==> src/design/uvsph_pkg.sv <==
// ----------------------------------------------------------------------------
// uvsph_pkg
// Shared widths, codes, transaction types and the CORDIC constants of the
// UV sphere cell vertex core.
// ----------------------------------------------------------------------------
package uvsph_pkg;

	localparam int MAX_SLICES_DEF = 256;
	localparam int MAX_STACKS_DEF = 256;

	localparam int RAD_W = 16;
	localparam int CNT_W = 9;
	localparam int IDX_W = 8;
	localparam int POS_W = 17;
	localparam int CFG_W = 16;
	localparam int CFG_IDX_W = 2;

	localparam logic [CFG_IDX_W-1:0] CFG_RADIUS = 2'd0;
	localparam logic [CFG_IDX_W-1:0] CFG_SLICES = 2'd1;
	localparam logic [CFG_IDX_W-1:0] CFG_STACKS = 2'd2;

	localparam logic [RAD_W-1:0] RADIUS_RST = 16'd256;
	localparam logic [CNT_W-1:0] SLICES_RST = 9'd3;
	localparam logic [CNT_W-1:0] STACKS_RST = 9'd2;

	// long division: numerator is index * 2^32 (or 2^31) plus half the divisor
	localparam int DIV_NUM_W = 41;
	localparam int DIV_STEPS = 6;
	localparam int DIV_STAGES = (DIV_NUM_W + DIV_STEPS - 1) / DIV_STEPS;
	localparam int ANG_W = 32;

	localparam int CORDIC_N = 30;
	localparam int CORDIC_PER = 3;
	localparam int CORDIC_STAGES = (CORDIC_N + CORDIC_PER - 1) / CORDIC_PER;
	localparam int CORDIC_LAT = CORDIC_STAGES + 1;
	localparam int CW = 33;
	localparam logic signed [CW-1:0] CORDIC_GAIN = 33'sh026DD3B6A;
	localparam int TRIG_W = 16;

	typedef enum logic [1:0] {
		ST_OK         = 2'd0,
		ST_FEW_SLICES = 2'd1,
		ST_FEW_STACKS = 2'd2,
		ST_RANGE      = 2'd3
	} status_t;

	typedef struct packed {
		logic             vld;
		logic [CNT_W-1:0] lat_idx;
		logic [CNT_W-1:0] lon_idx;
		logic [CNT_W-1:0] nt;
		logic [CNT_W-1:0] ns;
		status_t          status;
		logic             last;
	} req_t;

	typedef struct packed {
		logic    vld;
		status_t status;
		logic    last;
	} side_t;

	// arctangent of 2^-k in units of 2^32 per turn
	function automatic logic signed [CW-1:0] atan_turn(input int k);
		case (k)
			0: return 33'sh020000000;
			1: return 33'sh012E4051E;
			2: return 33'sh009FB385B;
			3: return 33'sh0051111D4;
			4: return 33'sh0028B0D43;
			5: return 33'sh00145D7E1;
			6: return 33'sh000A2F61E;
			7: return 33'sh000517C55;
			8: return 33'sh00028BE53;
			9: return 33'sh000145F2F;
			10: return 33'sh0000A2F98;
			11: return 33'sh0000517CC;
			12: return 33'sh000028BE6;
			13: return 33'sh0000145F3;
			14: return 33'sh00000A2F9;
			15: return 33'sh00000517C;
			16: return 33'sh0000028BE;
			17: return 33'sh00000145F;
			18: return 33'sh000000A2F;
			19: return 33'sh000000517;
			20: return 33'sh00000028B;
			21: return 33'sh000000145;
			22: return 33'sh0000000A2;
			23: return 33'sh000000051;
			24: return 33'sh000000028;
			25: return 33'sh000000014;
			26: return 33'sh00000000A;
			27: return 33'sh000000005;
			28: return 33'sh000000002;
			29: return 33'sh000000001;
			default: return '0;
		endcase
	endfunction

	// round half up from Q30 to Q1.15 and saturate to +/-32767
	function automatic logic signed [TRIG_W-1:0] to_q15(input logic signed [CW-1:0] v);
		logic signed [CW-1:0] t;
		t = (v + 33'sd16384) >>> 15;
		if (t > 33'sd32767)
			return 16'sd32767;
		else if (t < -33'sd32767)
			return -16'sd32767;
		else
			return t[TRIG_W-1:0];
	endfunction

endpackage

==> src/design/uvsph_seq.sv <==
// ----------------------------------------------------------------------------
// uvsph_seq
// Cell sequencer: checks the cell against the counts and expands it into one
// vertex request per cycle while enabled, in triangle order.
// ----------------------------------------------------------------------------
module uvsph_seq
	import uvsph_pkg::*;
#(
	parameter int MAX_SLICES = MAX_SLICES_DEF,
	parameter int MAX_STACKS = MAX_STACKS_DEF
) (
	input  logic             clk,
	input  logic             arst_n,
	input  logic             en,
	input  logic [CNT_W-1:0] slice_count,
	input  logic [CNT_W-1:0] stack_count,
	input  logic             in_valid,
	output logic             in_stall,
	input  logic [IDX_W-1:0] stack_index,
	input  logic [IDX_W-1:0] slice_index,
	output req_t             req
);

	logic             cell_vld_q;
	logic [CNT_W-1:0] i_q, j_q, nt_q, ns_q;
	status_t          status_q;
	logic             first_a_q;
	logic [2:0]       total_q, v_q;

	logic [CNT_W-1:0] nt, ns, ii, jj;
	status_t          st;
	logic             first_a, last_emit, accept;
	logic [2:0]       total, u;
	logic             use_ln, use_on;
	req_t             req_s0;

	always_comb begin
		ns = (int'(slice_count) > MAX_SLICES) ? CNT_W'(MAX_SLICES) : slice_count;
		nt = (int'(stack_count) > MAX_STACKS) ? CNT_W'(MAX_STACKS) : stack_count;
		ii = {1'b0, stack_index};
		jj = {1'b0, slice_index};
		if (ns < 9'd3)
			st = ST_FEW_SLICES;
		else if (nt < 9'd2)
			st = ST_FEW_STACKS;
		else if (ii >= nt || jj >= ns)
			st = ST_RANGE;
		else
			st = ST_OK;
		first_a = (ii < nt - 9'd1);
		if (st != ST_OK)
			total = 3'd1;
		else if (first_a && ii != '0)
			total = 3'd6;
		else
			total = 3'd3;
	end

	assign last_emit = cell_vld_q && (v_q == total_q - 3'd1);
	assign in_stall  = cell_vld_q && !(en && last_emit);
	assign accept    = in_valid && !in_stall;

	// first triangle pair order is (c,c) (n,c) (n,n); second is (n,n) (c,n) (c,c)
	always_comb begin
		u = first_a_q ? v_q : v_q + 3'd3;
		case (u)
			3'd0: begin use_ln = 1'b0; use_on = 1'b0; end
			3'd1: begin use_ln = 1'b1; use_on = 1'b0; end
			3'd2: begin use_ln = 1'b1; use_on = 1'b1; end
			3'd3: begin use_ln = 1'b1; use_on = 1'b1; end
			3'd4: begin use_ln = 1'b0; use_on = 1'b1; end
			default: begin use_ln = 1'b0; use_on = 1'b0; end
		endcase
	end

	always_ff @(posedge clk or negedge arst_n) begin
		if (!arst_n) begin
			cell_vld_q <= 1'b0;
			v_q        <= '0;
			req_s0     <= '0;
		end else begin
			if (en) begin
				req_s0.vld     <= cell_vld_q;
				req_s0.lat_idx <= use_ln ? i_q + 9'd1 : i_q;
				req_s0.lon_idx <= use_on ? j_q + 9'd1 : j_q;
				req_s0.nt      <= nt_q;
				req_s0.ns      <= ns_q;
				req_s0.status  <= status_q;
				req_s0.last    <= last_emit;
			end
			if (accept) begin
				cell_vld_q <= 1'b1;
				v_q        <= '0;
			end else if (en && cell_vld_q) begin
				v_q <= v_q + 3'd1;
				if (last_emit)
					cell_vld_q <= 1'b0;
			end
		end
	end

	always_ff @(posedge clk) begin
		if (accept) begin
			i_q       <= ii;
			j_q       <= jj;
			nt_q      <= nt;
			ns_q      <= ns;
			status_q  <= st;
			first_a_q <= first_a;
			total_q   <= total;
		end
	end

	assign req = req_s0;

endmodule

==> config.mk <==
export PLATFORM = sky130hd
export DESIGN_NAME = uvsph_seq
export DESIGN_NICKNAME = d
export VERILOG_FILES = /design/src/design/uvsph_pkg.sv /design/src/design/uvsph_seq.sv
export SDC_FILE = /design/constraint.sdc
export NUM_CORES = 1
export LEC_CHECK = 0
export ABC_CLOCK_PERIOD_IN_PS = 3810
export BUFFER_PORTS_ARGS = -buffer_cell sky130_fd_sc_hd__clkbuf_2
export CAP_MARGIN = 20
export CELL_PAD_IN_SITES_DETAIL_PLACEMENT = 1
export CELL_PAD_IN_SITES_GLOBAL_PLACEMENT = 2
export CORE_ASPECT_RATIO = 2
export CORE_MARGIN = 10
export CORE_UTILIZATION = 33
export CTS_BUF_LIST = sky130_fd_sc_hd__clkbuf_2 sky130_fd_sc_hd__clkbuf_4 sky130_fd_sc_hd__clkbuf_8
export CTS_CLUSTER_SIZE = 25
export DETAILED_ROUTE_END_ITERATION = 8
export GPL_ROUTABILITY_DRIVEN = 0
export PLACE_DENSITY = 0.86
export SLEW_MARGIN = 5
export SYNTH_ARGS = -nofsm -noshare
export SYNTH_HDL_FRONTEND = slang
export SYNTH_SLANG_ARGS = --single-unit
export TNS_END_PERCENT = 30
==> constraint.sdc <==
create_clock -name clk -period 3.81 [get_ports clk]
set_input_delay 0.381 -clock clk [delete_from_list [all_inputs] [get_ports clk]]
set_output_delay 0.381 -clock clk [all_outputs]
set_load 0.02 [all_outputs]
# Word level (Yosys, flattened, before mapping)
# Index checks and enable logic that the tools add are counted.
# classes
n_addsub,6
order_cmp,7
n_eq_ne,5
mux,16
reduce_logical,16
# op_table
op,n
9-bit two-way mux,4
"8-bit by 1-bit adder with 9-bit output, second input constant",2
8-bit by 9-bit >= comparator with 1-bit output,2
"9-bit > comparator, second input constant",2
"9-bit by 2-bit less-than comparator with 1-bit output, second input constant",2
3-bit two-way mux,4
8-bit by 9-bit less-than comparator with 1-bit output,1
"9-bit by 1-bit subtractor with 9-bit output, second input constant",1
8-bit nonzero test,1
"3-bit by 2-bit == test with 1-bit output, second input constant",2
1-bit logical AND,6
2-bit two-way mux,3
2-bit nonzero test,3
3-bit OR reduction,2
1-bit two-way mux,5
"3-bit by 1-bit adder with 3-bit output, second input constant",1
"3-bit by 2-bit adder with 3-bit output, second input constant",1
"3-bit by 1-bit == test with 1-bit output, second input constant",1
3-bit == test,1
"3-bit == test, second input constant",1
"3-bit by 1-bit subtractor with 3-bit output, second input constant",1
1-bit logical NOT,2
2-bit AND reduction,1
1-bit logical OR,1
# word_totals
regBits,84
input_bits,38

# Logic depth before layout (Yosys ltp)
# depth
word_depth,10
depth_mapped,12
depth_no_buf,11

# Least setup slack after synthesis
# No wires, ideal clock.
# synth_timing
kind,flip-flop to flip-flop
start,register total_q[0]
end,register first_a_q (enable)
setup_time_ns,0.452
arrival_time_ns,3.102
setup_slack_ns,0.255
stages_incl_launch_ff,7
synth_period_minus_slack_ns,3.555
path_cell_list,edfxtp_1 inv_1 ha_1 xor2_1 xnor2_1 nand4_1 a21oi_1
# synth_between
elab_chain_cells,8
# synth_lines
element,line,rtl
from (decl),uvsph_seq.sv:28,"logic [2:0] total_q, v_q;"
from (signal assigned),uvsph_seq.sv:110,total_q <= total;
3-bit by 1-bit subtractor with 3-bit output,uvsph_seq.sv:59,assign last_emit = cell_vld_q && (v_q == total_q - 3'd1);
3-bit == test,uvsph_seq.sv:59,
1-bit logical AND,uvsph_seq.sv:59,
1-bit logical AND,uvsph_seq.sv:60,assign in_stall = cell_vld_q && !(en && last_emit);
1-bit logical NOT,uvsph_seq.sv:60,
1-bit logical AND,uvsph_seq.sv:60,
1-bit logical NOT,uvsph_seq.sv:61,assign accept = in_valid && !in_stall;
1-bit logical AND,uvsph_seq.sv:61,
named net accept,uvsph_seq.sv:32,"logic first_a, last_emit, accept;"
to (signal assigned),uvsph_seq.sv:109,first_a_q <= first_a;
to (decl),uvsph_seq.sv:27,logic first_a_q;
# The timed path passes the listed nets, and every way through them passes these cells.
# A chain may end at the register's enable or synchronous reset.

# Worst setup path in the final report
# layout_timing
start,input port stack_count[4]
end,register total_q[0] (data pin)
# layout_between
elab_chain_cells,8
# layout_lines
element,line,rtl
from (decl),uvsph_seq.sv:16,"input logic [CNT_W-1:0] stack_count,"
9-bit > comparator,uvsph_seq.sv:39,nt = (int'(stack_count) > MAX_STACKS) ? CNT_W'(MAX_STACKS) : stack_count;
9-bit two-way mux *,uvsph_seq.sv:39,
"parallel branches: the longest is 6 deep, another holds 9-bit by 1-bit subtractor with 9-bit output",--,
# Mark *: on every way between the ends.

==> results.sh <==
export IMPL_leakage_dissipation_uw=0.00218
export IMPL_drt_initial_violations=91
export IMPL_fp_coreArea_mm2=0.0126
export IMPL_ant_nets=0
export IMPL_grt_overflow_total=0
export IMPL_netlist_cell_type_count=48
export IMPL_multi_input_comb_area_mm2=0.00180
export IMPL_first_pass_grt_wire_length_um=17400
export IMPL_setup_viol=0
export IMPL_synth_seq_area_share=0.542
export IMPL_die_y_extent_um=180
export IMPL_fin_skew_ns=0.0105
export IMPL_synth_seq_cells=84
export IMPL_ctsResizeCount=0
export IMPL_core_rowCount=58
export IMPL_tightestPinTransition_ns=0.636
export IMPL_cts_buffer_depth=2
export IMPL_min_delay_start="slice_index[0]"
export IMPL_antenna_found_initial=0
export IMPL_drive_gt1_frac=0.273
export IMPL_timing_worst_setup_path_type="in2reg"
export IMPL_drt_pre_antenna_iters=4
export IMPL_crit_path_max_fanout=4
export IMPL_routedWlPerCell_um=17.2
export IMPL_synth_async_reset_ratio=0.524
export IMPL_finalMaxSlewViolations=0
export IMPL_arrival_worst_endpoint_ns=2.83
export IMPL_maxSlewHeadroom=0.576
export IMPL_n_antenna_cell=0
export IMPL_edff_count_synth=40
export IMPL_max_cap_violations=0
export IMPL_routed_via_count=3033
export IMPL_postLayoutCellArea_mm2=0.00502
export IMPL_tritoncts_clock_tree="done"
export IMPL_cts_htree_levels=3
export IMPL_post_route_min_period_ns=2.73
export IMPL_setup_tns_ns=0
export IMPL_floorplan_initialDensity=0.336
export IMPL_report_final_hold_viol_count=0
export IMPL_worst_hold_path_ep="j_q[0]$_DFFE_PP_"
export IMPL_r2r_start="total_q[0]$_SDFFCE_PP1P_"
export IMPL_remaining_drc_errors=0
export IMPL_rsz0062_at_grt="false"
export IMPL_ff_latch_area_mm2=0.00230
export IMPL_ys_dominant_reg_cell="sky130_fd_sc_hd__dfrtp_1"
export IMPL_io_buffer_count=78
export IMPL_cts_hold_buf=1
export IMPL_cts_buffers=9
export IMPL_worstHoldPathType="in2reg"
export IMPL_fp_dieArea_mm2=0.0181
export IMPL_crit_path_end_kind="register"
export IMPL_final_period_utilization=0.717
export IMPL_cell_count_after_synthesis=373
export IMPL_top_post_synthesis_cells_by_area="sky130_fd_sc_hd__edfxtp_1 (28%), sky130_fd_sc_hd__dfrtp_1 (26%), sky130_fd_sc_hd__ha_1 (8.8%), sky130_fd_sc_hd__mux2_2 (5.6%), sky130_fd_sc_hd__nor2_1 (3.2%)"
export IMPL_synth_area_mm2=0.00425
export IMPL_critical_path_required_ns=3.91
export IMPL_hold_slack_ns=0.233
export IMPL_dp_hpwl_um=8570
export IMPL_timing_reg2reg_setup_slack_ns=1.59
export IMPL_syn_avg_cell_area_um2=11.4
export IMPL_cts_root_buffer="sky130_fd_sc_hd__clkbuf_8"
export IMPL_grt_start_max_net_pins=60
export IMPL_achievable_frequency_mhz=366
export IMPL_synth_top_area_frac=0.283
export IMPL_status="finished, final reports clean"
export IMPL_die_x_um=100
export IMPL_crit_path_start_kind="input port"
export IMPL_post_synth_top_area_cell="sky130_fd_sc_hd__edfxtp_1"
export IMPL_power_ir_vdd_worst_uv=210
export IMPL_area_growth_syn_to_layout_pct=18.2
export IMPL_yosysWarningCount=0
export IMPL_ios=79
export IMPL_cts_repair_timing_setup_buffer_count=0
export IMPL_first_global_vias=3379
export IMPL_syn_nets=441
export IMPL_r2r_end="nt_q[6]$_DFFE_PP_"
export IMPL_worstHoldPathCells=1
export IMPL_power_density_mw_per_mm2=538
export IMPL_startpoint="stack_count[4]"
export IMPL_clk_pin_slew_worst_setup_hold_paths_ns=0.08
export IMPL_nFillCells=1464
export IMPL_clock_sinks=84
export IMPL_drt_vias_per_instance=4.99
export IMPL_clk_latency_ns=0.35
export IMPL_grt_total_usage=0.121
export IMPL_worstRegToRegCells=7
export IMPL_num_nets_final=521
export IMPL_placed_cell_area_mm2=0.00482
export IMPL_totalWireLength_um=10500
[layer usage]
| layer | GRT usage | wire (um) | part of all wire | up-vias |
|---|---|---|---|---|
| li1 | - | - | - | 1476 |
| met1 | 0.122 | 3900 | 0.37 | 1487 |
| met2 | 0.223 | 5970 | 0.57 | 55 |
| met3 | 0.0284 | 367 | 0.035 | 15 |
| met4 | 0.0545 | 238 | 0.023 | 0 |
| met5 | 0 | 0 | 0 | - |
[worst max path at each step]
stage	slack (ns)	cells after the start	to
final	1.08	12	total_q[0]$_SDFFCE_PP1P_
after detailed placement	0.72	12	total_q[0]$_SDFFCE_PP1P_
after CTS	1.10	12	total_q[0]$_SDFFCE_PP1P_
after global placement	0.96	12	total_q[0]$_SDFFCE_PP1P_
after floorplan	0.26	6	first_a_q$_DFFE_PP_
after global routing	0.97	12	total_q[0]$_SDFFCE_PP1P_
[through the flow]
| stage | std cells | util | power, uW | setup slack, ns |
|---|---|---|---|---|
| finish | 608 | 0.397 | 2700 | 1.08 |
| global route | 608 | 0.397 | 2890 | 0.969 |
| CTS | 608 | 0.397 | 2750 | 1.10 |
| detailed placement | 591 | 0.382 | 2130 | 0.724 |
| global placement | 590 | 0.380 | 2090 | 0.964 |
| floorplan | 373 | - | 1830 | 0.255 |
[Yosys cell counts (9+ instances only)]
library cell                n
sky130_fd_sc_hd__nand2_1   17
sky130_fd_sc_hd__inv_1     26
sky130_fd_sc_hd__clkbuf_1   9
sky130_fd_sc_hd__ha_1      30
sky130_fd_sc_hd__nor2_1    36
sky130_fd_sc_hd__xor2_1    15
sky130_fd_sc_hd__edfxtp_1  40
sky130_fd_sc_hd__dfrtp_1   44
sky130_fd_sc_hd__a21oi_1   24
sky130_fd_sc_hd__xnor2_1    9
sky130_fd_sc_hd__mux2_2    21
sky130_fd_sc_hd__nand2b_1  17
[cell usage in the layout (no fill, tap or decap), types with 2 or more instances in the layout]
cell type | netlist | layout
sky130_fd_sc_hd__nand2_1 | 17 | 17
sky130_fd_sc_hd__and4_1 | 2 | 2
sky130_fd_sc_hd__nand4b_1 | 2 | 2
sky130_fd_sc_hd__inv_2 | 2 | 2
sky130_fd_sc_hd__nor3_1 | 5 | 5
sky130_fd_sc_hd__nand2b_1 | 17 | 17
sky130_fd_sc_hd__xnor2_1 | 9 | 9
sky130_fd_sc_hd__a21oi_2 | 2 | 2
sky130_fd_sc_hd__o211ai_1 | 3 | 3
sky130_fd_sc_hd__o21ai_0 | 8 | 8
sky130_fd_sc_hd__clkbuf_4 | 0 | 3
sky130_fd_sc_hd__a21oi_1 | 24 | 23
sky130_fd_sc_hd__edfxtp_1 | 40 | 40
sky130_fd_sc_hd__nor2_1 | 36 | 36
sky130_fd_sc_hd__xor2_1 | 15 | 15
sky130_fd_sc_hd__o21ai_1 | 3 | 3
sky130_fd_sc_hd__and2_1 | 2 | 2
sky130_fd_sc_hd__a21boi_0 | 3 | 3
sky130_fd_sc_hd__clkinv_1 | 0 | 2
sky130_fd_sc_hd__ha_1 | 30 | 30
sky130_fd_sc_hd__o31ai_1 | 2 | 2
sky130_fd_sc_hd__dfrtp_1 | 44 | 44
sky130_fd_sc_hd__or4_1 | 3 | 3
sky130_fd_sc_hd__or3b_1 | 2 | 2
sky130_fd_sc_hd__inv_1 | 26 | 26
sky130_fd_sc_hd__a31oi_1 | 2 | 2
sky130_fd_sc_hd__clkbuf_2 | 0 | 78
sky130_fd_sc_hd__nor2b_1 | 5 | 5
sky130_fd_sc_hd__clkbuf_8 | 0 | 9
sky130_fd_sc_hd__nand3_1 | 7 | 7
sky130_fd_sc_hd__and3_1 | 2 | 2
sky130_fd_sc_hd__buf_4 | 0 | 2
sky130_fd_sc_hd__mux2_2 | 21 | 21
sky130_fd_sc_hd__a211oi_1 | 3 | 3
sky130_fd_sc_hd__nand4_1 | 8 | 8
[worst max-delay path, stage by stage]
cell and delay (ns):
sky130_fd_sc_hd__clkbuf_2 0.10, sky130_fd_sc_hd__or4_1 0.58, sky130_fd_sc_hd__nor2_1 0.20, sky130_fd_sc_hd__nand2_1 0.10, sky130_fd_sc_hd__xnor2_1 0.17, sky130_fd_sc_hd__nor2_1 0.07
sky130_fd_sc_hd__ha_1 0.31, sky130_fd_sc_hd__a21oi_1 0.22, sky130_fd_sc_hd__a21oi_1 0.11, sky130_fd_sc_hd__o21ai_0 0.09, sky130_fd_sc_hd__a31oi_1 0.10, sky130_fd_sc_hd__or3_1 0.39
[layout make-up]
type,instances,area share
tap,150,0.0374
sequential,84,0.459
clock inverter,4,0.00848
multi-input combinational,248,0.358
inverter,28,0.0209
clock buffer,12,0.0292
timing repair buffer,82,0.0868
[registers in the layout, summed over array words and instances, names as in the netlist, 2 cells and up]
signal / flops
v_q: 3
status_q: 2
total_q: 3
ns_q: 9
req: 40
nt_q: 9
j_q: 8
i_q: 8
[cell families (layout without fill, tap and decap cells)]
| logic type | after synthesis | count (layout) | synth area share |
|---|---|---|---|
| simple gates | 114 | 114 | 0.139 |
| flops | 84 | 84 | 0.542 |
| compound gates | 57 | 57 | 0.0828 |
| buf+inv | 41 | 126 | 0.0368 |
| fa+ha+maj | 30 | 30 | 0.0884 |
| xor+xnor | 24 | 24 | 0.0495 |
| mux | 23 | 23 | 0.0613 |
[report_power, final]
| part | internal, uW | switching, uW | total, uW | leakage (uW) |
|---|---|---|---|---|
| Clock | 320 | 290 | 610 | 0.0000997 |
| Combinational | 317 | 507 | 824 | 0.00121 |
| Sequential | 1140 | 123 | 1270 | 0.000875 |
Note: power is estimated with default switching activity, not from simulation.
