**config.mk**
```make
export PLATFORM = sky130hd
export DESIGN_NAME = uvsph_div
export DESIGN_NICKNAME = d
export VERILOG_FILES = /design/src/design/uvsph_pkg.sv /design/src/design/uvsph_div.sv
export SDC_FILE = /design/constraint.sdc
export NUM_CORES = 1
export LEC_CHECK = 0
export BUFFER_PORTS_ARGS = -buffer_cell sky130_fd_sc_hd__clkbuf_2
export CAP_MARGIN = 30
export CORE_ASPECT_RATIO = 0.9
export CORE_MARGIN = 2
export CORE_UTILIZATION = 70
export DETAILED_ROUTE_END_ITERATION = 10
export HOLD_SLACK_MARGIN = 0.08
export PLACE_DENSITY = 0.88
export SLEW_MARGIN = 0
export SYNTH_ARGS = -nofsm -noshare
export SYNTH_HDL_FRONTEND = slang
export SYNTH_SLANG_ARGS = --single-unit
export TNS_END_PERCENT = 10
```
**constraint.sdc**
```tcl
create_clock -name clk -period 24.3 [get_ports clk]
set_clock_uncertainty 0.05 [all_clocks]
set_input_delay 4.86 -clock clk [delete_from_list [all_inputs] [get_ports clk]]
set_output_delay 4.86 -clock clk [all_outputs]
set_load 0.01 [all_outputs]
```
**src/design/uvsph_pkg.sv**
```systemverilog
// ----------------------------------------------------------------------------
// uvsph_pkg
// Shared widths, codes, transaction types and the CORDIC constants of the
// UV sphere cell vertex core.
// ----------------------------------------------------------------------------
package uvsph_pkg;

	localparam int MAX_SLICES_DEF = 256;
	localparam int MAX_STACKS_DEF = 256;

	localparam int RAD_W = 16;
	localparam int CNT_W = 9;
	localparam int IDX_W = 8;
	localparam int POS_W = 17;
	localparam int CFG_W = 16;
	localparam int CFG_IDX_W = 2;

	localparam logic [CFG_IDX_W-1:0] CFG_RADIUS = 2'd0;
	localparam logic [CFG_IDX_W-1:0] CFG_SLICES = 2'd1;
	localparam logic [CFG_IDX_W-1:0] CFG_STACKS = 2'd2;

	localparam logic [RAD_W-1:0] RADIUS_RST = 16'd256;
	localparam logic [CNT_W-1:0] SLICES_RST = 9'd3;
	localparam logic [CNT_W-1:0] STACKS_RST = 9'd2;

	// long division: numerator is index * 2^32 (or 2^31) plus half the divisor
	localparam int DIV_NUM_W = 41;
	localparam int DIV_STEPS = 6;
	localparam int DIV_STAGES = (DIV_NUM_W + DIV_STEPS - 1) / DIV_STEPS;
	localparam int ANG_W = 32;

	localparam int CORDIC_N = 30;
	localparam int CORDIC_PER = 3;
	localparam int CORDIC_STAGES = (CORDIC_N + CORDIC_PER - 1) / CORDIC_PER;
	localparam int CORDIC_LAT = CORDIC_STAGES + 1;
	localparam int CW = 33;
	localparam logic signed [CW-1:0] CORDIC_GAIN = 33'sh026DD3B6A;
	localparam int TRIG_W = 16;

	typedef enum logic [1:0] {
		ST_OK         = 2'd0,
		ST_FEW_SLICES = 2'd1,
		ST_FEW_STACKS = 2'd2,
		ST_RANGE      = 2'd3
	} status_t;

	typedef struct packed {
		logic             vld;
		logic [CNT_W-1:0] lat_idx;
		logic [CNT_W-1:0] lon_idx;
		logic [CNT_W-1:0] nt;
		logic [CNT_W-1:0] ns;
		status_t          status;
		logic             last;
	} req_t;

	typedef struct packed {
		logic    vld;
		status_t status;
		logic    last;
	} side_t;

	// arctangent of 2^-k in units of 2^32 per turn
	function automatic logic signed [CW-1:0] atan_turn(input int k);
		case (k)
			0: return 33'sh020000000;
			1: return 33'sh012E4051E;
			2: return 33'sh009FB385B;
			3: return 33'sh0051111D4;
			4: return 33'sh0028B0D43;
			5: return 33'sh00145D7E1;
			6: return 33'sh000A2F61E;
			7: return 33'sh000517C55;
			8: return 33'sh00028BE53;
			9: return 33'sh000145F2F;
			10: return 33'sh0000A2F98;
			11: return 33'sh0000517CC;
			12: return 33'sh000028BE6;
			13: return 33'sh0000145F3;
			14: return 33'sh00000A2F9;
			15: return 33'sh00000517C;
			16: return 33'sh0000028BE;
			17: return 33'sh00000145F;
			18: return 33'sh000000A2F;
			19: return 33'sh000000517;
			20: return 33'sh00000028B;
			21: return 33'sh000000145;
			22: return 33'sh0000000A2;
			23: return 33'sh000000051;
			24: return 33'sh000000028;
			25: return 33'sh000000014;
			26: return 33'sh00000000A;
			27: return 33'sh000000005;
			28: return 33'sh000000002;
			29: return 33'sh000000001;
			default: return '0;
		endcase
	endfunction

	// round half up from Q30 to Q1.15 and saturate to +/-32767
	function automatic logic signed [TRIG_W-1:0] to_q15(input logic signed [CW-1:0] v);
		logic signed [CW-1:0] t;
		t = (v + 33'sd16384) >>> 15;
		if (t > 33'sd32767)
			return 16'sd32767;
		else if (t < -33'sd32767)
			return -16'sd32767;
		else
			return t[TRIG_W-1:0];
	endfunction

endpackage

```
**src/design/uvsph_div.sv**
```systemverilog
// ----------------------------------------------------------------------------
// uvsph_div
// Pipelined restoring divider for the angle fractions; a few quotient bits
// per stage.
// ----------------------------------------------------------------------------
module uvsph_div
	import uvsph_pkg::*;
(
	input  logic                 clk,
	input  logic                 en,
	input  logic [DIV_NUM_W-1:0] num,
	input  logic [CNT_W-1:0]     den,
	output logic [ANG_W-1:0]     quot
);

	// numerator bits shift out at the top while quotient bits shift in below
	logic [DIV_NUM_W-1:0] w_s [DIV_STAGES+1];
	logic [CNT_W-1:0]     r_s [DIV_STAGES+1];
	logic [CNT_W-1:0]     d_s [DIV_STAGES+1];

	assign w_s[0] = num;
	assign r_s[0] = '0;
	assign d_s[0] = den;

	for (genvar s = 0; s < DIV_STAGES; s++) begin : g_stage
		logic [DIV_NUM_W-1:0] w_d;
		logic [CNT_W-1:0]     r_d;

		always_comb begin
			logic [CNT_W:0] r2;
			w_d = w_s[s];
			r_d = r_s[s];
			r2  = '0;
			for (int t = 0; t < DIV_STEPS; t++) begin
				if (s * DIV_STEPS + t < DIV_NUM_W) begin
					r2  = {r_d, w_d[DIV_NUM_W-1]};
					w_d = {w_d[DIV_NUM_W-2:0], 1'b0};
					if (r2 >= {1'b0, d_s[s]}) begin
						r2     = r2 - {1'b0, d_s[s]};
						w_d[0] = 1'b1;
					end
					r_d = r2[CNT_W-1:0];
				end
			end
		end

		always_ff @(posedge clk) begin
			if (en) begin
				w_s[s+1] <= w_d;
				r_s[s+1] <= r_d;
				d_s[s+1] <= d_s[s];
			end
		end
	end

	assign quot = w_s[DIV_STAGES][ANG_W-1:0];

endmodule

```
Word-level counts from Yosys, hierarchy flattened
Index checks and enable logic that the tools add are counted.

word-level totals
  register bits after elaboration = 386
  input bits = 52
  output and inout port bits = 32

operators by class
  $add $sub $neg = 40
  magnitude comparators = 41
  muxes and demuxes = 81

operators with widths
  kind                                             number
  10-bit by 9-bit >= comparator with 1-bit output  40
  9-bit 2-to-1 mux                                 40
  9-bit subtractor                                 39
  1-bit 2-to-1 mux                                 41
  1-bit by 9-bit >= comparator with 1-bit output   1
  1-bit by 9-bit subtractor with 9-bit output      1

Logic depth before layout (Yosys ltp)
Gate-level depths: netlist (run 1).

  word-level depth = 12
  mapped depth = 65
  depth with buffers taken out = 61

Worst setup path before layout (run 1)
OpenSTA, ideal clock, no wires.

  path type = input port to flip-flop
  start point = in num[40]
  end point = reg r_s[55] in the netlist's numbering, data pin
  library setup time = 0.260 ns
  data arrival time = 15.334 ns
  required time = 23.990 ns
  slack = 8.656 ns
  stages = 49
  path buffers = 1
  cells stage by stage = inv_1 > ha_1 > nand2b_1 > nand4_1 > nand2_1 > o21ai_0 > fa_1 > a21o_1 > a21oi_1 > o211ai_1 > a21oi_1 > o21ai_0 > fa_1 > a21o_1 > a21o_1 > a21oi_1 > nand2b_1 > o311a_1 > [... 13 more ...] > a21oi_1 > o211ai_1 > o21ai_0 > nand2b_1 > a211oi_1 > mux2_2 > mux2_2 > ha_1 > a21o_1 > a21oi_1 > nor2_1 > nor2_1 > nand2_1 > o21ai_0 > nand2b_1 > a2111oi_0 > mux2i_2 > mux2_2

between the ends
  cells in the longest elaborated chain, start to end = 12
  elaborated cells on any way between the ends = 18

RTL lines
  what                                                                                                           RTL line                          RTL
  start: declaration                                                                                             uvsph_div.sv:11                   input logic [DIV_NUM_W-1:0] num,
  1-bit by 9-bit subtractor with 9-bit output or 1-bit by 9-bit >= comparator with 1-bit output (tied branches)  uvsph_div.sv:39, uvsph_div.sv:38
  9-bit 2-to-1 mux (*)                                                                                           uvsph_div.sv:38                   if (r2 >= {1'b0, d_s[s]}) begin
  9-bit subtractor or 10-bit by 9-bit >= comparator with 1-bit output (tied branches)                            uvsph_div.sv:39, uvsph_div.sv:38
  9-bit 2-to-1 mux (*)                                                                                           uvsph_div.sv:38
  9-bit subtractor or 10-bit by 9-bit >= comparator with 1-bit output (tied branches)                            uvsph_div.sv:39, uvsph_div.sv:38
  9-bit 2-to-1 mux (*)                                                                                           uvsph_div.sv:38
  9-bit subtractor or 10-bit by 9-bit >= comparator with 1-bit output (tied branches)                            uvsph_div.sv:39, uvsph_div.sv:38
  9-bit 2-to-1 mux (*)                                                                                           uvsph_div.sv:38
  10-bit by 9-bit >= comparator with 1-bit output or 9-bit subtractor (tied branches)                            uvsph_div.sv:38, uvsph_div.sv:39
  9-bit 2-to-1 mux (*)                                                                                           uvsph_div.sv:38
  9-bit subtractor or 10-bit by 9-bit >= comparator with 1-bit output (tied branches)                            uvsph_div.sv:39, uvsph_div.sv:38
  9-bit 2-to-1 mux (*)                                                                                           uvsph_div.sv:38
  end signal: indexed assignment                                                                                 uvsph_div.sv:50                   r_s[s+1] <= r_d;
  end: declaration                                                                                               uvsph_div.sv:18                   logic [CNT_W-1:0] r_s [DIV_STAGES+1];

Mark *: on every way between the ends. The rest lies on a longest branch, timed or not.
A chain may end at the register's enable or synchronous reset.

Worst setup path after layout (run 1)
  start point = in den[0]
  end point = reg r_s[55] in the netlist's numbering, data pin

between the ends
  cells in the longest elaborated chain, start to end = 12
  elaborated cells on any way between the ends = 18

RTL lines
  what                                                                                                           RTL line                          RTL
  start: declaration                                                                                             uvsph_div.sv:12                   input logic [CNT_W-1:0] den,
  1-bit by 9-bit subtractor with 9-bit output or 1-bit by 9-bit >= comparator with 1-bit output (tied branches)  uvsph_div.sv:39, uvsph_div.sv:38
  9-bit 2-to-1 mux                                                                                               uvsph_div.sv:38
  9-bit subtractor or 10-bit by 9-bit >= comparator with 1-bit output (tied branches)                            uvsph_div.sv:39, uvsph_div.sv:38
  9-bit 2-to-1 mux                                                                                               uvsph_div.sv:38
  9-bit subtractor or 10-bit by 9-bit >= comparator with 1-bit output (tied branches)                            uvsph_div.sv:39, uvsph_div.sv:38
  9-bit 2-to-1 mux                                                                                               uvsph_div.sv:38
  9-bit subtractor or 10-bit by 9-bit >= comparator with 1-bit output (tied branches)                            uvsph_div.sv:39, uvsph_div.sv:38
  9-bit 2-to-1 mux                                                                                               uvsph_div.sv:38
  10-bit by 9-bit >= comparator with 1-bit output or 9-bit subtractor (tied branches)                            uvsph_div.sv:38, uvsph_div.sv:39
  9-bit 2-to-1 mux                                                                                               uvsph_div.sv:38
  9-bit subtractor or 10-bit by 9-bit >= comparator with 1-bit output (tied branches)                            uvsph_div.sv:39, uvsph_div.sv:38
  9-bit 2-to-1 mux (*)                                                                                           uvsph_div.sv:38

Marks and branches as above.

==> flow_metrics.py, run 1 <==
metrics = {
    "outcome": {
        "status": "complete, no violations",
    },
    "worst_setup_path": {
        "critPathArrivalTime_ps": 17440,
        "critPathLaunch": "den[0]",
        "reg2reg_depth": 54,
        "cp_slowest_cell": "o311a_1",
        "end_kind": "register",
        "critPathLaunchType": "input port",
        "reg2reg_to": "r_s[24]",
        "crit_required_ps": 24570,
        "r2r_slack_ps": 8410,
        "r2r_start": "d_s[28]",
        "crit_end": "r_s[55]",
        "critPathMaxStageDelay_ps": 630,
        "cp_max_fo": 22,
        "crit_type": "in2reg",
    },
    "detailed_routing": {
        "remaining_drc_errors": 0,
        "dr.pass1.iters": 6,
        "vias": 23612,
        "vias_per_cell": 6.52,
        "detail_route.wl_per_cell_um": 19.6,
        "finalWirelength_um": 70900,
        "detail-route-antenna-nets": 0,
        "drtIter0Drc": 1919,
    },
    "clock_network": {
        "ctsResizeCount": 0,
        "clock_sinks": 335,
        "cts_max_level": 2,
        "postCtsHoldBufs": 0,
        "cts_tree": "yes",
        "insertion_delay_ps": 570,
        "cts_buffer_depth": 3,
        "cts_buffers": 37,
        "cts_setup_buffers": 0,
        "cts_root_buf": "clkbuf_16",
        "path_clk_slew_ps": 60,
    },
    "synth": {
        "synth_cells": 2985,
        "syn_avg_cell_area_um2": 10.0,
        "async_flop_share": 0,
        "synth_top_area_frac": 0.336,
        "synth_area_um2": 29900,
        "synth_edf_count": 335,
        "yosysSeqAreaShare": 0.336,
        "synth_warnings": 0,
        "syn-num-nets": 3438,
        "synth_area_leaders": "edfxtp_1 (34%), ha_1 (15%), xnor2_1 (4.8%), mux2_2 (4.6%), inv_1 (3.2%)",
        "synth_cell_types": 102,
        "synth_ff_type": "edfxtp_1",
        "yosysTopAreaCell": "edfxtp_1",
        "synth_seq_cells": 335,
    },
    "die": {
        "die_area_um2": 44400,
        "die_y_um": 200,
        "row_count": 71,
        "io_pins": 84,
        "die-width_um": 222,
        "core_um2": 42000,
        "initial_utilization": 0.713,
    },
    "flow_run": {
        "maxCapViolCount": 0,
    },
    "placed_design": {
        "gp_congestion": 0.962,
        "portBuffers": 83,
        "dp.cells": 3552,
        "dp_hpwl_um": 53900,
    },
    "cells_and_area": {
        "postLayoutCoreUtil": 0.758,
        "nets": 3499,
        "layout-drive-gt1-share": 0.105,
        "area_growth_pct": 6.35,
        "fillers": 2846,
        "final_cells": 3620,
    },
    "timing": {
        "hold_viol_final": 0,
        "rsz0062_at_grt": "false",
        "worst_pin_slew_ps": 1040,
        "setup_violations": 0,
        "period_share": 0.706,
        "fmax_ghz": 0.0583,
        "tns_ps": 0,
        "fin_crit_ps": 17170,
        "slew_headroom": 0.303,
        "slew_violations": 0,
    },
    "grt": {
        "busiest_layer": "met2",
        "first_global_vias": 23656,
        "use_met2": 0.522,
        "grt.met1_usage": 0.411,
        "track_usage": 0.316,
        "grt_max_degree": 123,
        "grt_pass1_wl_um": 116000,
        "antenna_found_initial": 0,
        "use_met3": 0.0547,
        "grt_overflow": 0,
    },
    "hold_path": {
        "hp-class": "reg2reg",
    },
}
through the flow:
stage | setup slack (ps) | instance area [um^2] | hold slack [ps]
2_1_floorplan | 8660 | 29900 | 350
3_5_place_dp | 6740 | 30700 | 355
5_1_grt | 6000 | 31800 | 369
6_report | 7130 | 31800 | 361
4_1_cts | 7260 | 31800 | 363
3_3_place_gp | 7000 | 30600 | 350
area by class of cell:
type                    count  area (um^2)  share of cell area
well taps                 547          684              0.0215
inverters                 267         1010              0.0316
clock inverters            21          196             0.00617
clock buffers              43          948              0.0298
repair buffers             92          517              0.0162
diodes                      2         5.00            0.000157
flip-flops and latches    335        10100               0.316
multi-input cells        2313        18400               0.579
worst min path at each step:
stage / start / to / slack, ps / cells after the start
after floorplan: g_stage[1].w_d[12] / g_stage[2].w_d[18] / 350 / 0
final: g_stage[1].w_d[31] / g_stage[2].w_d[37] / 360 / 0
after global routing: g_stage[5].w_d[12] / g_stage[6].w_d[17] / 370 / 0
after CTS: g_stage[1].w_d[31] / g_stage[2].w_d[37] / 360 / 0
after global placement: g_stage[5].w_d[11] / g_stage[6].w_d[16] / 350 / 0
after detailed placement: g_stage[1].w_d[13] / g_stage[2].w_d[19] / 350 / 0
routing by layer:
metal / up-vias / wire [um]
met5: - / 0
met4: 0 / 2730
met3: 212 / 4760
met2: 962 / 32900
met1: 11240 / 30500
li1: 11198 / -
cells in the final DEF, fill, tap and decap left out, types with 14 or more instances in the layout:
cell type  synthesis  layout
nor2_1           202     202
mux2_2           121     121
a21oi_1          191     191
nand4_1           69      69
mux2i_1           69      69
ha_1             362     362
inv_1            259     259
nand3_1           31      31
fa_1              39      39
and3_1            19      19
o21bai_1          28      28
clkbuf_2           1      82
a21o_1           112     112
nand2b_1          52      52
nor3b_1           14      14
o41ai_1           16      16
o21a_1            26      26
o221ai_1          22      22
o211ai_1          18      18
nand2_1          124     124
nor2b_1           77      77
xnor2_1          165     165
clkbuf_16          0      37
edfxtp_1         335     335
xor2_1            71      71
nand3b_1          22      22
nor3_1            55      55
a211oi_1          33      33
o21ai_0          150     150
cells in the mapped netlist (13+ instances only):
library cell / n
a211oi_1: 33
a21boi_0: 13
a21o_1: 112
a21oi_1: 191
a221o_1: 13
and2_1: 13
and3_1: 19
buf_2: 16
buf_4: 34
edfxtp_1: 335
fa_1: 39
ha_1: 362
inv_1: 259
mux2_2: 121
mux2i_1: 69
nand2_1: 124
nand2b_1: 52
nand3_1: 31
nand3b_1: 22
nand4_1: 69
nor2_1: 202
nor2b_1: 77
nor3_1: 55
nor3b_1: 14
o211ai_1: 18
o21a_1: 26
o21ai_0: 150
o21bai_1: 28
o221ai_1: 22
o41ai_1: 16
xnor2_1: 165
xor2_1: 71
sequential cells by signal (all words and copies together), names as in the netlist:
name         flops
quot            32
g_stage.w_d    160
r_s             54
d_s             54
w_s             35
worst max-delay path: cells and delay by family:
kind / cells / cell delay, ps
buf+inv: 1 / 160
simple gates: 12 / 1490
fa+ha+maj: 6 / 2470
mux: 5 / 1740
compound gates: 24 / 6710
cell families after synthesis:
family,count (synthesis),share of synthesized area
AOI/OAI and AO/OA,754,0.172
and+or+nand+nor,725,0.125
adders and majority gates,401,0.177
buffers and inverters,337,0.0487
DFF,335,0.336
xor gates and xnor gates,236,0.0690
muxes,197,0.0723
Power of run 1 is not shown: default switching activity piles up to over one toggle a cycle in this logic, so the estimate is an artifact.
==> run 2: changes to the inputs <==
--- a/config.mk
+++ b/config.mk
@@ -9,10 +9,10 @@
 export CAP_MARGIN = 30
 export CORE_ASPECT_RATIO = 0.9
 export CORE_MARGIN = 2
-export CORE_UTILIZATION = 70
+export CORE_UTILIZATION = 65
 export DETAILED_ROUTE_END_ITERATION = 10
 export HOLD_SLACK_MARGIN = 0.08
-export PLACE_DENSITY = 0.88
+export PLACE_DENSITY = 0.83
 export SLEW_MARGIN = 0
 export SYNTH_ARGS = -nofsm -noshare
 export SYNTH_HDL_FRONTEND = slang
==> constraint.sdc (replaced) <==
create_clock -name clk -period 16.22 [get_ports clk]
set_clock_uncertainty 0.05 [all_clocks]
set_input_delay 3.244 -clock clk [delete_from_list [all_inputs] [get_ports clk]]
set_output_delay 3.244 -clock clk [all_outputs]
set_load 0.01 [all_outputs]
==> flow_metrics.py, run 2 (same netlist as run 1, synthesis figures left out) <==
metrics = {
    "clock_network": {
        "postCtsHoldBufs": 0,
        "cts_buffer_depth": 3,
        "clock_sinks": 335,
        "cts_root_buf": "clkbuf_16",
        "insertion_delay_ps": 570,
        "path_clk_slew_ps": 70,
        "cts_buffers": 37,
        "cts_setup_buffers": 0,
        "cts_max_level": 2,
        "cts_tree": "yes",
    },
    "cells_and_area": {
        "diodes": 0,
        "area_growth_pct": 7.05,
        "largest_register_ffs": 160,
        "layout_common_cells": "ha_1 (362), edfxtp_1 (335), inv_1 (259)",
        "layout-drive-gt1-share": 0.109,
        "nets": 3503,
        "layout_commonest_cell": "ha_1",
        "final_area_um2": 32100,
        "final_cells": 3685,
    },
    "timing": {
        "slew_headroom": 0.286,
        "tns_ps": 0,
        "slew_violations": 0,
        "period_share": 0.939,
        "fin_ws_ps": 994,
        "setup_violations": 0,
        "fin_crit_ps": 15230,
        "hold_viol_final": 0,
        "worst_pin_slew_ps": 1070,
        "fmax_ghz": 0.0657,
        "rsz0062_at_grt": "true",
    },
    "worst_setup_path": {
        "end_kind": "register",
        "crit_required_ps": 16480,
        "critPathLaunchType": "register",
        "cp_max_fo": 16,
        "cpMostUsedCell": "o21ai_0",
        "critPathArrivalTime_ps": 15490,
        "critPathMaxStageDelay_ps": 590,
        "cp_slowest_cell": "o21ai_0",
        "crit_type": "reg2reg",
    },
    "detailed_routing": {
        "vias": 23395,
        "dr.pass1.iters": 6,
        "vias_per_cell": 6.35,
        "drtIter0Drc": 1968,
        "detail-route-antenna-nets": 0,
        "finalWirelength_um": 71200,
        "remaining_drc_errors": 0,
        "detail_route.wl_per_cell_um": 19.3,
    },
    "die": {
        "row_count": 74,
        "die_y_um": 208,
        "io_pins": 84,
        "die_area_um2": 47800,
        "initial_utilization": 0.659,
        "core_um2": 45500,
        "die-width_um": 230,
    },
    "outcome": {
        "status": "complete, no violations",
    },
    "grt": {
        "first_global_vias": 22981,
        "antenna_found_initial": 0,
        "grt_overflow": 0,
        "grt_pass1_wl_um": 115000,
        "grt_max_degree": 102,
        "track_usage": 0.295,
    },
    "placed_design": {
        "portBuffers": 83,
        "place_area_um2": 30800,
        "dp_hpwl_um": 54300,
        "preCtsSetupSlack_ps": 989,
        "dp.cells": 3616,
        "gp_congestion": 0.960,
    },
    "flow_run": {
        "maxCapViolCount": 0,
    },
    "hold_path": {
        "hp-class": "reg2reg",
    },
}
[run 2: changes by cell type in the layout (fill, tap and decap cells not counted), sizes merged]
cell,previous run,this run
inv,270,271
bufinv,2,4
clkbuf,125,122
diode,2,0
clkinv,14,15
clkinvlp,2,3
buf,10,14
[run 2: worst paths after layout]
kind                            endpoint               start  slack, ps  cells after the start
worst max-delay path             r_s[21]             d_s[28]        990                     55
worst min-delay path            w_s[159]  g_stage[3].w_d[36]        350                      0
worst max register to register   r_s[21]             d_s[28]        990                     55
worst min register to register  w_s[159]  g_stage[3].w_d[36]        350                      0
[run 2: worst max-delay path: cells and delay by family (launching register included)]
kind	cells	cell delay [ps]
AOI/OAI and AO/OA	28	7640
adders and majority gates	6	2810
buffers and inverters	4	950
DFF	1	550
muxes	1	220
and+or+nand+nor	16	2710
[run 2: per-layer routing]
layer / vias to the layer above / global-route usage / share of wire
met5: - / 0 / 0
met4: 0 / 0.103 / 0.031
met3: 183 / 0.0379 / 0.058
met2: 808 / 0.482 / 0.46
met1: 11174 / 0.405 / 0.45
li1: 11230 / - / -
[run 2: metrics by stage]
step / hold slack, ps / utilization
floorplan: 350 / -
global route: 362 / 0.705
finish: 352 / 0.705
CTS: 353 / 0.703
detailed placement: 355 / 0.676
global placement: 350 / 0.676
[run 2: timing repair]
action,CTS,global route
hold endpoints to repair,0,0
endpoints found under the setup margin,0,19
gates resized for setup,0,4
[run 2: layout make-up]
cell class	instances	area (um^2)
Fill cell	3332	13400
Tap cell	608	761
Sequential cell	335	10100
Clock buffer	40	937
Clock inverter	26	256
Inverter	267	1010
Timing Repair Buffer	96	583
Multi-Input combinational cell	2313	18400
Power of run 2 is left out for the same reason.
